**config.mk**
```make
export PLATFORM = sky130hd
export DESIGN_NAME = longest_constant_step_run_flat
export DESIGN_NICKNAME = d
export VERILOG_FILES = /design/src/rtl/core/lcsr_pkg.sv /design/src/rtl/core/lcsr_in_if.sv /design/src/rtl/core/lcsr_out_if.sv /design/src/rtl/core/lcsr_in_reg.sv /design/src/rtl/core/lcsr_core.sv /design/src/rtl/core/longest_constant_step_run.sv /design/src/flat_wrapper.sv
export SDC_FILE = /design/constraint.sdc
export NUM_CORES = 1
export LEC_CHECK = 0
export BUFFER_PORTS_ARGS = -buffer_cell sky130_fd_sc_hd__buf_2
export CAP_MARGIN = 25
export CORE_ASPECT_RATIO = 2
export CORE_MARGIN = 4
export CORE_UTILIZATION = 55
export DETAILED_ROUTE_END_ITERATION = 8
export PLACE_DENSITY = 0.74
export SYNTH_ARGS = -nofsm -noshare
export SYNTH_HDL_FRONTEND = slang
export SYNTH_SLANG_ARGS = --single-unit
```
**constraint.sdc**
```tcl
create_clock -name clk_i -period 10.4 [get_ports clk_i]
set_input_delay 2.08 -clock clk_i [delete_from_list [all_inputs] [get_ports clk_i]]
set_output_delay 2.08 -clock clk_i [all_outputs]
set_load 0.02 [all_outputs]
```
**src/rtl/core/lcsr_pkg.sv**
```systemverilog
// lcsr_pkg: shared types and constants of the longest constant-step run detector
// no dependencies; used by the interfaces and by every module of the block

package lcsr_pkg;

  // default widths of the sample and of the internal index
  localparam int unsigned SampleBitsDef = 16;
  localparam int unsigned IndexBitsDef  = 16;

  // fixed widths of the result word fields
  localparam int unsigned RunIdxW = 16;
  localparam int unsigned RunLenW = 17;
  localparam int unsigned StepW   = 16;

  // control of the word held in the input stage
  typedef struct packed {
    logic valid;
    logic last;
  } stage_ctl_t;

endpackage

```
**src/rtl/core/lcsr_in_if.sv**
```systemverilog
// lcsr_in_if: sample channel (valid, ready, sample, last)
// depends on lcsr_pkg for the default sample width

interface lcsr_in_if #(
  parameter int unsigned SAMPLE_BITS = lcsr_pkg::SampleBitsDef
);
  logic                          valid;
  logic                          ready;
  logic signed [SAMPLE_BITS-1:0] sample;
  logic                          last;

  modport source (output valid, output sample, output last, input ready);
  modport sink   (input valid, input sample, input last, output ready);
endinterface

```
**src/rtl/core/lcsr_out_if.sv**
```systemverilog
// lcsr_out_if: result channel (valid, ready and the run fields)
// depends on lcsr_pkg for the field widths

interface lcsr_out_if;
  logic                             valid;
  logic                             ready;
  logic [lcsr_pkg::RunIdxW-1:0]     run_start;
  logic [lcsr_pkg::RunIdxW-1:0]     run_end;
  logic [lcsr_pkg::RunLenW-1:0]     run_length;
  logic [lcsr_pkg::StepW-1:0]       step_size;
  logic                             overflow;

  modport source (output valid, output run_start, output run_end, output run_length,
                  output step_size, output overflow, input ready);
  modport sink   (input valid, input run_start, input run_end, input run_length,
                  input step_size, input overflow, output ready);
endinterface

```
**src/rtl/core/lcsr_in_reg.sv**
```systemverilog
// lcsr_in_reg: input register stage of the run detector
// depends on lcsr_pkg and lcsr_in_if

module lcsr_in_reg #(
  parameter int unsigned SAMPLE_BITS = lcsr_pkg::SampleBitsDef
) (
  input  logic                          clk_i,
  input  logic                          rst_ni,
  lcsr_in_if.sink                       in_i,
  input  logic                          take_i,
  output lcsr_pkg::stage_ctl_t          ctl_o,
  output logic signed [SAMPLE_BITS-1:0] sample_o
);

  lcsr_pkg::stage_ctl_t          ctl_q, ctl_d;
  logic signed [SAMPLE_BITS-1:0] sample_q;
  logic                          load;

  // stage is free when empty or when its word moves on this cycle
  assign in_i.ready = !ctl_q.valid || take_i;
  assign load       = in_i.valid && in_i.ready;

  always_comb begin
    ctl_d = ctl_q;
    if (load) begin
      ctl_d.valid = 1'b1;
      ctl_d.last  = in_i.last;
    end else if (take_i) begin
      ctl_d.valid = 1'b0;
    end
  end

  always_ff @(posedge clk_i or negedge rst_ni) begin
    if (!rst_ni) begin
      ctl_q <= '0;
    end else begin
      ctl_q <= ctl_d;
    end
  end

  // sample payload, no reset
  always_ff @(posedge clk_i) begin
    if (load) begin
      sample_q <= in_i.sample;
    end
  end

  assign ctl_o    = ctl_q;
  assign sample_o = sample_q;

endmodule

```
**src/rtl/core/lcsr_core.sv**
```systemverilog
// lcsr_core: run tracking state, best-run selection and result register
// depends on lcsr_pkg and lcsr_out_if

module lcsr_core #(
  parameter int unsigned SAMPLE_BITS = lcsr_pkg::SampleBitsDef,
  parameter int unsigned INDEX_BITS  = lcsr_pkg::IndexBitsDef
) (
  input  logic                          clk_i,
  input  logic                          rst_ni,
  input  lcsr_pkg::stage_ctl_t          ctl_i,
  input  logic signed [SAMPLE_BITS-1:0] sample_i,
  output logic                          take_o,
  lcsr_out_if.source                    out_o
);

  localparam int unsigned LenW = INDEX_BITS + 1;
  localparam logic [INDEX_BITS-1:0] IdxMax = {INDEX_BITS{1'b1}};

  // run state
  logic [SAMPLE_BITS-1:0] prev_q;
  logic [SAMPLE_BITS-1:0] cur_step_q;
  logic [INDEX_BITS-1:0]  cur_start_q;
  logic [INDEX_BITS-1:0]  idx_q;
  logic                   have_prev_q;
  logic                   have_step_q;
  logic [INDEX_BITS-1:0]  best_start_q;
  logic [INDEX_BITS-1:0]  best_end_q;
  logic [LenW-1:0]        best_len_q;
  logic [SAMPLE_BITS-1:0] best_step_q;
  logic                   ovf_q;

  // result register
  logic                   out_valid_q;
  logic [INDEX_BITS-1:0]  res_start_q;
  logic [INDEX_BITS-1:0]  res_end_q;
  logic [LenW-1:0]        res_len_q;
  logic [SAMPLE_BITS-1:0] res_step_q;
  logic                   res_ovf_q;

  // combinational next values
  logic [SAMPLE_BITS:0]   diff;
  logic [SAMPLE_BITS:0]   abs_diff;
  logic [SAMPLE_BITS-1:0] step;
  logic [INDEX_BITS-1:0]  pos;
  logic                   ovf_n;
  logic                   brk;
  logic [LenW-1:0]        len_a;
  logic [LenW-1:0]        len_b;
  logic [INDEX_BITS-1:0]  ns_start;
  logic [SAMPLE_BITS-1:0] ns_step;
  logic [INDEX_BITS-1:0]  b1_start, b2_start;
  logic [INDEX_BITS-1:0]  b1_end, b2_end;
  logic [LenW-1:0]        b1_len, b2_len;
  logic [SAMPLE_BITS-1:0] b1_step, b2_step;
  logic                   emit;

  // a last word may only move on when the result register can take it
  assign take_o = ctl_i.valid && (!ctl_i.last || !out_valid_q || out_o.ready);
  assign emit   = take_o && ctl_i.last;

  // absolute step to the previous sample
  assign diff     = {sample_i[SAMPLE_BITS-1], sample_i} - {prev_q[SAMPLE_BITS-1], prev_q};
  assign abs_diff = diff[SAMPLE_BITS] ? (~diff + 1'b1) : diff;
  assign step     = abs_diff[SAMPLE_BITS-1:0];

  always_comb begin
    // index of this sample, saturating
    pos   = '0;
    ovf_n = ovf_q;
    if (have_prev_q) begin
      if (idx_q == IdxMax) begin
        pos   = IdxMax;
        ovf_n = 1'b1;
      end else begin
        pos = idx_q + 1'b1;
      end
    end

    // run broken by a new step: offer the closed run
    brk      = have_prev_q && have_step_q && (step != cur_step_q);
    len_a    = LenW'(idx_q) - LenW'(cur_start_q) + LenW'(1);
    b1_start = best_start_q;
    b1_end   = best_end_q;
    b1_len   = best_len_q;
    b1_step  = best_step_q;
    if (brk && (len_a > best_len_q)) begin
      b1_start = cur_start_q;
      b1_end   = idx_q;
      b1_len   = len_a;
      b1_step  = cur_step_q;
    end

    // open run after this sample
    ns_start = cur_start_q;
    ns_step  = cur_step_q;
    if (!have_prev_q) begin
      ns_start = '0;
      ns_step  = '0;
    end else if (!have_step_q || brk) begin
      ns_start = idx_q;
      ns_step  = step;
    end

    // end of sequence: offer the open run too
    len_b    = LenW'(pos) - LenW'(ns_start) + LenW'(1);
    b2_start = b1_start;
    b2_end   = b1_end;
    b2_len   = b1_len;
    b2_step  = b1_step;
    if (len_b > b1_len) begin
      b2_start = ns_start;
      b2_end   = pos;
      b2_len   = len_b;
      b2_step  = ns_step;
    end
  end

  // state update, cleared after the last word of a sequence
  always_ff @(posedge clk_i or negedge rst_ni) begin
    if (!rst_ni) begin
      prev_q       <= '0;
      cur_step_q   <= '0;
      cur_start_q  <= '0;
      idx_q        <= '0;
      have_prev_q  <= 1'b0;
      have_step_q  <= 1'b0;
      best_start_q <= '0;
      best_end_q   <= '0;
      best_len_q   <= '0;
      best_step_q  <= '0;
      ovf_q        <= 1'b0;
      out_valid_q  <= 1'b0;
    end else begin
      if (take_o) begin
        if (ctl_i.last) begin
          prev_q       <= '0;
          cur_step_q   <= '0;
          cur_start_q  <= '0;
          idx_q        <= '0;
          have_prev_q  <= 1'b0;
          have_step_q  <= 1'b0;
          best_start_q <= '0;
          best_end_q   <= '0;
          best_len_q   <= '0;
          best_step_q  <= '0;
          ovf_q        <= 1'b0;
        end else begin
          prev_q       <= sample_i;
          cur_step_q   <= ns_step;
          cur_start_q  <= ns_start;
          idx_q        <= pos;
          have_prev_q  <= 1'b1;
          have_step_q  <= have_prev_q || have_step_q;
          best_start_q <= b1_start;
          best_end_q   <= b1_end;
          best_len_q   <= b1_len;
          best_step_q  <= b1_step;
          ovf_q        <= ovf_n;
        end
      end
      if (emit) begin
        out_valid_q <= 1'b1;
      end else if (out_o.ready) begin
        out_valid_q <= 1'b0;
      end
    end
  end

  // result payload, no reset
  always_ff @(posedge clk_i) begin
    if (emit) begin
      res_start_q <= b2_start;
      res_end_q   <= b2_end;
      res_len_q   <= b2_len;
      res_step_q  <= b2_step;
      res_ovf_q   <= ovf_n;
    end
  end

  assign out_o.valid      = out_valid_q;
  assign out_o.run_start  = lcsr_pkg::RunIdxW'(res_start_q);
  assign out_o.run_end    = lcsr_pkg::RunIdxW'(res_end_q);
  assign out_o.run_length = lcsr_pkg::RunLenW'(res_len_q);
  assign out_o.step_size  = lcsr_pkg::StepW'(res_step_q);
  assign out_o.overflow   = res_ovf_q;

endmodule

```
**src/rtl/core/longest_constant_step_run.sv**
```systemverilog
// longest_constant_step_run: top level of the longest constant-step run detector
// depends on lcsr_pkg, lcsr_in_if, lcsr_out_if, lcsr_in_reg and lcsr_core
//
// Usage
//   in_i  : one signed sample per word, last flags the final sample of a sequence
//   out_o : one result word per sequence (start, end, length, step, overflow)
//   A sample word is taken every cycle unless the input stalls as described below.
//   It is loaded into the input register; the run state and the best run are
//   updated from there. The result of a sequence appears in the result register
//   in the cycle after its last sample is taken and is held until out_o.ready.
//   Throughput: one sample per cycle outside such stalls, set by the state update
//   (one subtract for the step, two length compares).
//   While a result waits, samples keep flowing; only a following last sample is
//   held in the input register until the result register frees up, and the input
//   then stalls behind it.
//   Reset clears the run state and the valid flags of the input and result registers.
//   Indices saturate at 2**INDEX_BITS - 1 and then raise the overflow flag.

module longest_constant_step_run #(
  parameter int unsigned SAMPLE_BITS = lcsr_pkg::SampleBitsDef,
  parameter int unsigned INDEX_BITS  = lcsr_pkg::IndexBitsDef
) (
  input  logic       clk_i,
  input  logic       rst_ni,
  lcsr_in_if.sink    in_i,
  lcsr_out_if.source out_o
);

  lcsr_pkg::stage_ctl_t          ctl;
  logic signed [SAMPLE_BITS-1:0] sample;
  logic                          take;

  // input register stage
  lcsr_in_reg #(
    .SAMPLE_BITS (SAMPLE_BITS)
  ) u_in_reg (
    .clk_i    (clk_i),
    .rst_ni   (rst_ni),
    .in_i     (in_i),
    .take_i   (take),
    .ctl_o    (ctl),
    .sample_o (sample)
  );

  // run tracking and result register
  lcsr_core #(
    .SAMPLE_BITS (SAMPLE_BITS),
    .INDEX_BITS  (INDEX_BITS)
  ) u_core (
    .clk_i    (clk_i),
    .rst_ni   (rst_ni),
    .ctl_i    (ctl),
    .sample_i (sample),
    .take_o   (take),
    .out_o    (out_o)
  );

  // a result only shows up after a last word left the input stage
  assert property (@(posedge clk_i) disable iff (!rst_ni)
    $rose(out_o.valid) |-> $past(take && ctl.last))
    else $error("result without a last sample");

  // input only stalls behind a last word blocked by a waiting result
  assert property (@(posedge clk_i) disable iff (!rst_ni)
    !in_i.ready |-> (ctl.valid && ctl.last && out_o.valid && !out_o.ready))
    else $error("input stalled without cause");

  // a taken result with no new one behind it leaves the register empty
  assert property (@(posedge clk_i) disable iff (!rst_ni)
    (out_o.valid && out_o.ready && !(take && ctl.last)) |=> !out_o.valid)
    else $error("result word repeated");

endmodule

```
**src/flat_wrapper.sv**
```systemverilog
// flat-port wrapper written by rule: the top's interface ports become plain ports
module longest_constant_step_run_flat 
#(
  parameter int unsigned SAMPLE_BITS = lcsr_pkg::SampleBitsDef,
  parameter int unsigned INDEX_BITS  = lcsr_pkg::IndexBitsDef
)
  (clk_i, rst_ni, in_i_valid, in_i_sample, in_i_last, in_i_ready, out_o_valid, out_o_run_start, out_o_run_end, out_o_run_length, out_o_step_size, out_o_overflow, out_o_ready);
  lcsr_in_if #(.SAMPLE_BITS(SAMPLE_BITS)) in_i_i ();
  lcsr_out_if out_o_i ();
  input  logic clk_i;
  input  logic rst_ni;
  input wire logic [$bits(in_i_i.valid)-1:0] in_i_valid;
  input wire logic [$bits(in_i_i.sample)-1:0] in_i_sample;
  input wire logic [$bits(in_i_i.last)-1:0] in_i_last;
  output wire logic [$bits(in_i_i.ready)-1:0] in_i_ready;
  output wire logic [$bits(out_o_i.valid)-1:0] out_o_valid;
  output wire logic [$bits(out_o_i.run_start)-1:0] out_o_run_start;
  output wire logic [$bits(out_o_i.run_end)-1:0] out_o_run_end;
  output wire logic [$bits(out_o_i.run_length)-1:0] out_o_run_length;
  output wire logic [$bits(out_o_i.step_size)-1:0] out_o_step_size;
  output wire logic [$bits(out_o_i.overflow)-1:0] out_o_overflow;
  input wire logic [$bits(out_o_i.ready)-1:0] out_o_ready;
  assign in_i_i.valid = in_i_valid;
  assign in_i_i.sample = in_i_sample;
  assign in_i_i.last = in_i_last;
  assign in_i_ready = in_i_i.ready;
  assign out_o_valid = out_o_i.valid;
  assign out_o_run_start = out_o_i.run_start;
  assign out_o_run_end = out_o_i.run_end;
  assign out_o_run_length = out_o_i.run_length;
  assign out_o_step_size = out_o_i.step_size;
  assign out_o_overflow = out_o_i.overflow;
  assign out_o_i.ready = out_o_ready;
  longest_constant_step_run #(.SAMPLE_BITS(SAMPLE_BITS), .INDEX_BITS(INDEX_BITS)) u_core (.clk_i(clk_i), .rst_ni(rst_ni), .in_i(in_i_i), .out_o(out_o_i));
endmodule
```
==> results.json, run 1 <==
{
  "outcome": "finished, final reports clean",
  "ys_types": 81,
  "dr.pass1.iters": 5,
  "clkSinkCount": 217,
  "cts_tree": "yes",
  "area_growth_pct": 8.386,
  "use_met2": 0.5817,
  "worstSkewPairLatency_ns": 0.54,
  "cp_data_arrival_time_ns": 9.96,
  "coreArea_mm2": 0.02885,
  "worstSetupPathType": "reg -> reg",
  "cts_max_path_buffers": 3,
  "nets": 1834,
  "fin_crit_ns": 9.619,
  "wire_per_inst_um": 25.38,
  "antenna_found_initial": 0,
  "cp_slowest_cell": "a2111oi_0",
  "port_buffers": 88,
  "synth_fa_ha_area_frac": 0.09275,
  "post_cts_resized": 0,
  "start_kind": "register",
  "drc": 0,
  "grt_max_degree": 83,
  "avgViaCountPerCell": 6.974,
  "antenna_cells": 0,
  "synthMuxAreaShare": 0.01390,
  "clk_pin_slew_ns": 0.07,
  "drt_iter0_drc": 1244,
  "grtUsageMet3": 0.03063,
  "grt_pass1_wl_um": 80340,
  "numCtsBuffers": 22,
  "drive_above_1_share": 0.1250,
  "postCtsHoldBufs": 0,
  "hold_viol": 0,
  "synth_warnings": 0,
  "drtAntennaViolNets": 0,
  "dpl.hpwl_um": 36820,
  "synth-edff-count": 82,
  "io_pins": 89,
  "ctsRootBufferMaster": "clkbuf_16",
  "yosys.area_share.simple": 0.1584,
  "synthArstFlopShare": 0.6221,
  "die-height_um": 249.4,
  "wl_um": 52590,
  "synth_top_family_by_area": "compound AO/OA/AOI/OAI gates",
  "htree_levels": 1,
  "die_w_um": 128.7,
  "power_density_mw_per_mm2": 295.1,
  "grtUsageMet1": 0.3153,
  "skew_ns": 0.02025,
  "critPathCaptureType": "register",
  "syn_nets": 1832,
  "synth_cells": 1694,
  "cap_violations": 0,
  "synth_compound_area_frac": 0.2404,
  "busiest_layer": "met2",
  "grt_use_total": 0.3184,
  "slew-limit-headroom": 0.2687,
  "die_area_mm2": 0.03210,
  "start_util": 0.5555,
  "syn_area_mm2": 0.01603,
  "vdd_ir_drop_max_uv": 302.0,
  "crit_top_cell": "a21oi_1",
  "leakagePower_nw": 6.954,
  "fin_setup_tns_ns": 0,
  "synthFlopType": "dfrtp_1",
  "syn_area_per_cell_um2": 9.460,
  "required_ns": 10.74,
  "num_vias": 14450,
  "cp_max_fo": 38,
  "holdPathStages": 2,
  "gr-total-overflow": 0,
  "drv_slew": 0,
  "finalCritPeriodShare": 0.9249,
  "fmaxAchievable_mhz": 104.0,
  "rsz0062_at_grt": "false",
  "globalplace.congestion": 0.9840,
  "setup_violations": 0,
  "crit_cells": 40,
  "synth-seq-cells": 217,
  "num_rows": 88,
  "seq_area_frac_synth": 0.3645,
  "cp_slowest_stage_delay_ns": 0.60,
  "crit_family": "compound AO/OA/AOI/OAI gates",
  "grt_pass1_vias": 14520,
  "cp.buffers_inverters": 3,
  "synth-xor-area-share": 0.04942,
  "cts_setup_buffers": 0,
  "min_path_type": "reg -> reg",
  "reg2reg_depth": 40,
  "tightest_slew_ns": 1.097,
  "fin_util": 0.6021
}
power breakdown:
group	switching [mW]	total (mW)	internal, mW
sequential	0.145	1.35	1.20
combinational	1.90	2.93	1.03
clock	0.355	0.850	0.495
metrics by stage:
step	setup WS (ns)	std cells	total power, mW	hold slack, ns	area (um^2)
2_1_floorplan	1.730	1694	3.301	0.4551	16030
3_3_place_gp	1.034	2027	4.150	0.4697	16510
3_5_place_dp	0.9290	2029	4.213	0.4892	16540
4_1_cts	0.8986	2069	5.070	0.5027	17290
5_1_grt	0.1688	2072	5.377	0.5357	17370
6_report	0.7811	2072	5.126	0.5003	17370
layout by cell type (no fill, tap or decap), types with 25 or more instances in the layout:
cell type  synthesis  final
a211o_1           67     67
a21oi_1           98     97
a22o_1            25     25
a31oi_1           32     31
and3_1            28     27
buf_2              7     87
buf_4              5     37
dfrtp_1          135    134
edfxtp_1          82     82
ha_1             114    114
inv_1            124    124
nand2_1           87     87
nand3_1           60     60
nand4_1          135    135
nor2_1            42     41
o211ai_1          88     88
o21ai_0           59     59
o311ai_1          43     43
xnor2_1           42     42
cell usage after synthesis (28+ instances only):
| master | instances | share of area |
|---|---|---|
| dfrtp_1 | 135 | 0.21 |
| nand4_1 | 135 | 0.053 |
| inv_1 | 124 | 0.029 |
| ha_1 | 114 | 0.089 |
| clkbuf_1 | 103 | 0.024 |
| a21oi_1 | 98 | 0.031 |
| o211ai_1 | 88 | 0.041 |
| nand2_1 | 87 | 0.020 |
| edfxtp_1 | 82 | 0.15 |
| a211o_1 | 67 | 0.037 |
| nand3_1 | 60 | 0.019 |
| o21ai_0 | 59 | 0.018 |
| o311ai_1 | 43 | 0.024 |
| nor2_1 | 42 | 0.0098 |
| xnor2_1 | 42 | 0.023 |
| a31oi_1 | 32 | 0.012 |
| and3_1 | 28 | 0.011 |
| buf_6 | 28 | 0.020 |
layer usage:
layer  wire (um)  vias to the layer above
li1            -                     6475
met1       16730                     7031
met2       28160                      693
met3        2654                      252
met4        5050                        0
met5           0                        -
kinds of logic (layout without fill, tap and decap cells):
group,count (synthesis),after routing
buf+inv,281,299
mux,20,20
fa+ha+maj,117,117
simple gates,456,456
flops,217,217
xor+xnor,75,75
compound gates,528,528
final timing paths:
kind	start	end	slack, ns
max	u_core.u_core.prev_q[0]$_DFFE_PN0P_	u_core.u_core.out_o.step_size[12]$_DFFE_PP_	0.78
min	u_core.u_core.ovf_q$_DFFE_PN0P_	u_core.u_core.ovf_q$_DFFE_PN0P_	0.50
max reg2reg	u_core.u_core.prev_q[0]$_DFFE_PN0P_	u_core.u_core.out_o.step_size[12]$_DFFE_PP_	0.78
min reg2reg	u_core.u_core.ovf_q$_DFFE_PN0P_	u_core.u_core.ovf_q$_DFFE_PN0P_	0.50
max in group asynchronous	rst_ni	u_core.u_core.idx_q[7]$_DFFE_PN0P_	7.84
min in group asynchronous	rst_ni	u_core.u_core.prev_q[3]$_DFFE_PN0P_	1.53
area by class of cell:
cell class	count	area, um^2
fill	2554	11480
multi-input combinational	1196	8946
sequential	217	5842
timing repair buffer	134	905.9
clock buffer	29	618.1
inverter	125	469.2
tap	360	450.4
clock inverter	11	137.6
worst min-delay path: cells and delay by family (launching register included):
| kind | cells | cell delay [ns] |
|---|---|---|
| flip-flops | 1 | 0.35 |
| AND/OR/NAND/NOR | 1 | 0.07 |
| AO/OA/AOI/OAI | 1 | 0.04 |
flip-flops by register name, indices dropped and copies added, names as in the netlist:
register                        count
u_core.u_core.best_len_q           17
u_core.u_core.out_o.run_length     17
u_core.u_core.best_end_q           16
u_core.u_core.best_start_q         16
u_core.u_core.best_step_q          16
u_core.u_core.cur_start_q          16
u_core.u_core.cur_step_q           16
u_core.u_core.idx_q                16
u_core.u_core.out_o.run_end        16
u_core.u_core.out_o.run_start      16
u_core.u_core.out_o.step_size      16
u_core.u_core.prev_q               16
u_core.u_in_reg.sample_o           16
u_core.u_in_reg.ctl_o               2
u_core.u_core.have_prev_q           1
u_core.u_core.have_step_q           1
u_core.u_core.out_o.overflow        1
u_core.u_core.out_o.valid           1
u_core.u_core.ovf_q                 1
(Power assumes the default switching activity.)
==> run 2: changes to the inputs <==
--- a/config.mk
+++ b/config.mk
@@ -12,6 +12,7 @@
 export CORE_UTILIZATION = 55
 export DETAILED_ROUTE_END_ITERATION = 8
 export PLACE_DENSITY = 0.74
+export RECOVER_POWER = 100
 export SYNTH_ARGS = -nofsm -noshare
 export SYNTH_HDL_FRONTEND = slang
 export SYNTH_SLANG_ARGS = --single-unit
==> run 2 against run 1 <==
The run now ends with max-capacitance violations, max-slew violations left. Clock power hardly changed. Critical path type unchanged. Worst hold slack better by 0.0043 ns. Largest cell class unchanged. Maximum frequency is 0.55% lower.
==> results.json, run 2 (synthesis results as in run 1) <==
{
  "outcome": "finished with violations",
  "violations": "max-capacitance violations, max-slew violations",
  "fmaxAchievable_mhz": 103.4,
  "tightest_slew_ns": 4.520,
  "timing.rr.start": "u_core.u_core.prev_q[0]$_DFFE_PN0P_",
  "final_cell_mix": "nand4_1, dfrtp_1, inv_1",
  "antenna_found_initial": 0,
  "worstSkewPairLatency_ns": 0.54,
  "finalCritPeriodShare": 0.9301,
  "holdPathStages": 2,
  "io_pins": 89,
  "wire_per_inst_um": 25.48,
  "cp_slowest_stage_delay_ns": 0.57,
  "fin_setup_tns_ns": 0,
  "min_from": "u_core.u_core.ovf_q$_DFFE_PN0P_",
  "avgViaCountPerCell": 7.044,
  "start_util": 0.5555,
  "min_path_type": "reg -> reg",
  "cp_data_arrival_time_ns": 9.98,
  "drt_iter0_drc": 1259,
  "nets": 1834,
  "cts_max_path_buffers": 3,
  "required_ns": 10.71,
  "cp_slowest_cell": "a2111oi_0",
  "die_area_mm2": 0.03210,
  "cts_setup_buffers": 0,
  "postCtsHoldBufs": 0,
  "clkSinkCount": 217,
  "die_w_um": 128.7,
  "vdd_ir_drop_max_uv": 274.0,
  "num_vias": 14600,
  "hold_viol": 0,
  "htree_levels": 1,
  "reg2reg_slack_ns": 0.73,
  "hold_end": "u_core.u_core.ovf_q$_DFFE_PN0P_",
  "clk_pin_slew_ns": 0.07,
  "grt_max_degree": 83,
  "num_rows": 88,
  "grt_use_total": 0.3184,
  "ctsRootBufferMaster": "clkbuf_16",
  "rsz0062_at_grt": "false",
  "coreArea_mm2": 0.02885,
  "worstSetupPathType": "reg -> reg",
  "port_buffers": 88,
  "cts_tree": "yes",
  "die-height_um": 249.4,
  "rr_endpoint": "u_core.u_core.out_o.step_size[12]$_DFFE_PP_",
  "numCtsBuffers": 22,
  "slew-limit-headroom": -2.013,
  "antenna_cells": 0,
  "grt_pass1_wl_um": 80340,
  "crit_top_cell": "a21oi_1",
  "grt_pass1_vias": 14520,
  "globalplace.congestion": 0.9840,
  "dr.pass1.iters": 8,
  "layout_commonest_cell": "nand4_1",
  "drive_above_1_share": 0.07535,
  "drtAntennaViolNets": 0,
  "leakagePower_nw": 6.638,
  "fin_crit_ns": 9.673,
  "worst_setup_path_startpoint": "u_core.u_core.prev_q[0]$_DFFE_PN0P_",
  "post_cts_resized": 0,
  "cp_max_fo": 38,
  "dpl.hpwl_um": 36820,
  "drc": 0,
  "start_kind": "register",
  "area_growth_pct": 6.847,
  "reg2reg_depth": 40,
  "power_density_mw_per_mm2": 292.9,
  "wl_um": 52800,
  "setup_violations": 0,
  "skew_ns": 0.01770,
  "gr-total-overflow": 0,
  "cap_violations": 11,
  "critPathCaptureType": "register",
  "fin_util": 0.5936,
  "drv_slew": 583
}
## run 2: worst max-delay path, delay by kind of cell (launching register included)
kind	cells	cell delay [ns]
compound gates	18	4.07
xor+xnor	2	0.70
fa+ha+maj	6	1.90
buf+inv	3	0.44
flops	1	0.38
mux	1	0.20
simple gates	10	1.74
## run 2: stage by stage
step	cell area (um^2)	power (mW)	setup slack (ns)	instances	hold slack, ns
detailed placement	16540	4.213	0.9290	2029	0.4892
finish	17120	5.015	0.7275	2072	0.5047
global placement	16510	4.150	1.034	2027	0.4697
global route	17120	5.262	0.1212	2072	0.5357
floorplan	16030	3.301	1.730	1694	0.4551
CTS	17290	5.070	0.8986	2069	0.5027
## run 2: layout make-up
class | count | area, um^2
clock buffers | 29 | 618.1
well taps | 360 | 450.4
fillers | 2621 | 11730
multi-input cells | 1196 | 8882
flip-flops and latches | 217 | 5842
repair buffers | 134 | 723.2
inverters | 125 | 469.2
clock inverters | 11 | 137.6
## run 2: how the worst max path moves through the flow
| stage | to | slack [ns] | cells after the start |
|---|---|---|---|
| 2_1_floorplan | u_core.u_core.out_o.run_end[13]$_DFFE_PP_ | 1.73 | 42 |
| 3_3_place_gp | u_core.u_core.out_o.step_size[12]$_DFFE_PP_ | 1.03 | 40 |
| 3_5_place_dp | u_core.u_core.out_o.step_size[12]$_DFFE_PP_ | 0.93 | 40 |
| 4_1_cts | u_core.u_core.out_o.step_size[12]$_DFFE_PP_ | 0.90 | 40 |
| 5_1_grt | u_core.u_core.out_o.step_size[4]$_DFFE_PP_ | 0.12 | 39 |
| 6_report | u_core.u_core.out_o.step_size[12]$_DFFE_PP_ | 0.73 | 40 |
## run 2: layer usage
metal | GRT usage | part of all wire
met5 | 0 | 0
met3 | 0.03063 | 0.053
met1 | 0.3153 | 0.32
met2 | 0.5817 | 0.53
met4 | 0.2559 | 0.099
## run 2: power by group
part | internal, mW | switching [mW] | total, mW
clock network | 0.494 | 0.353 | 0.847
logic | 0.945 | 1.87 | 2.81
registers | 1.21 | 0.148 | 1.36
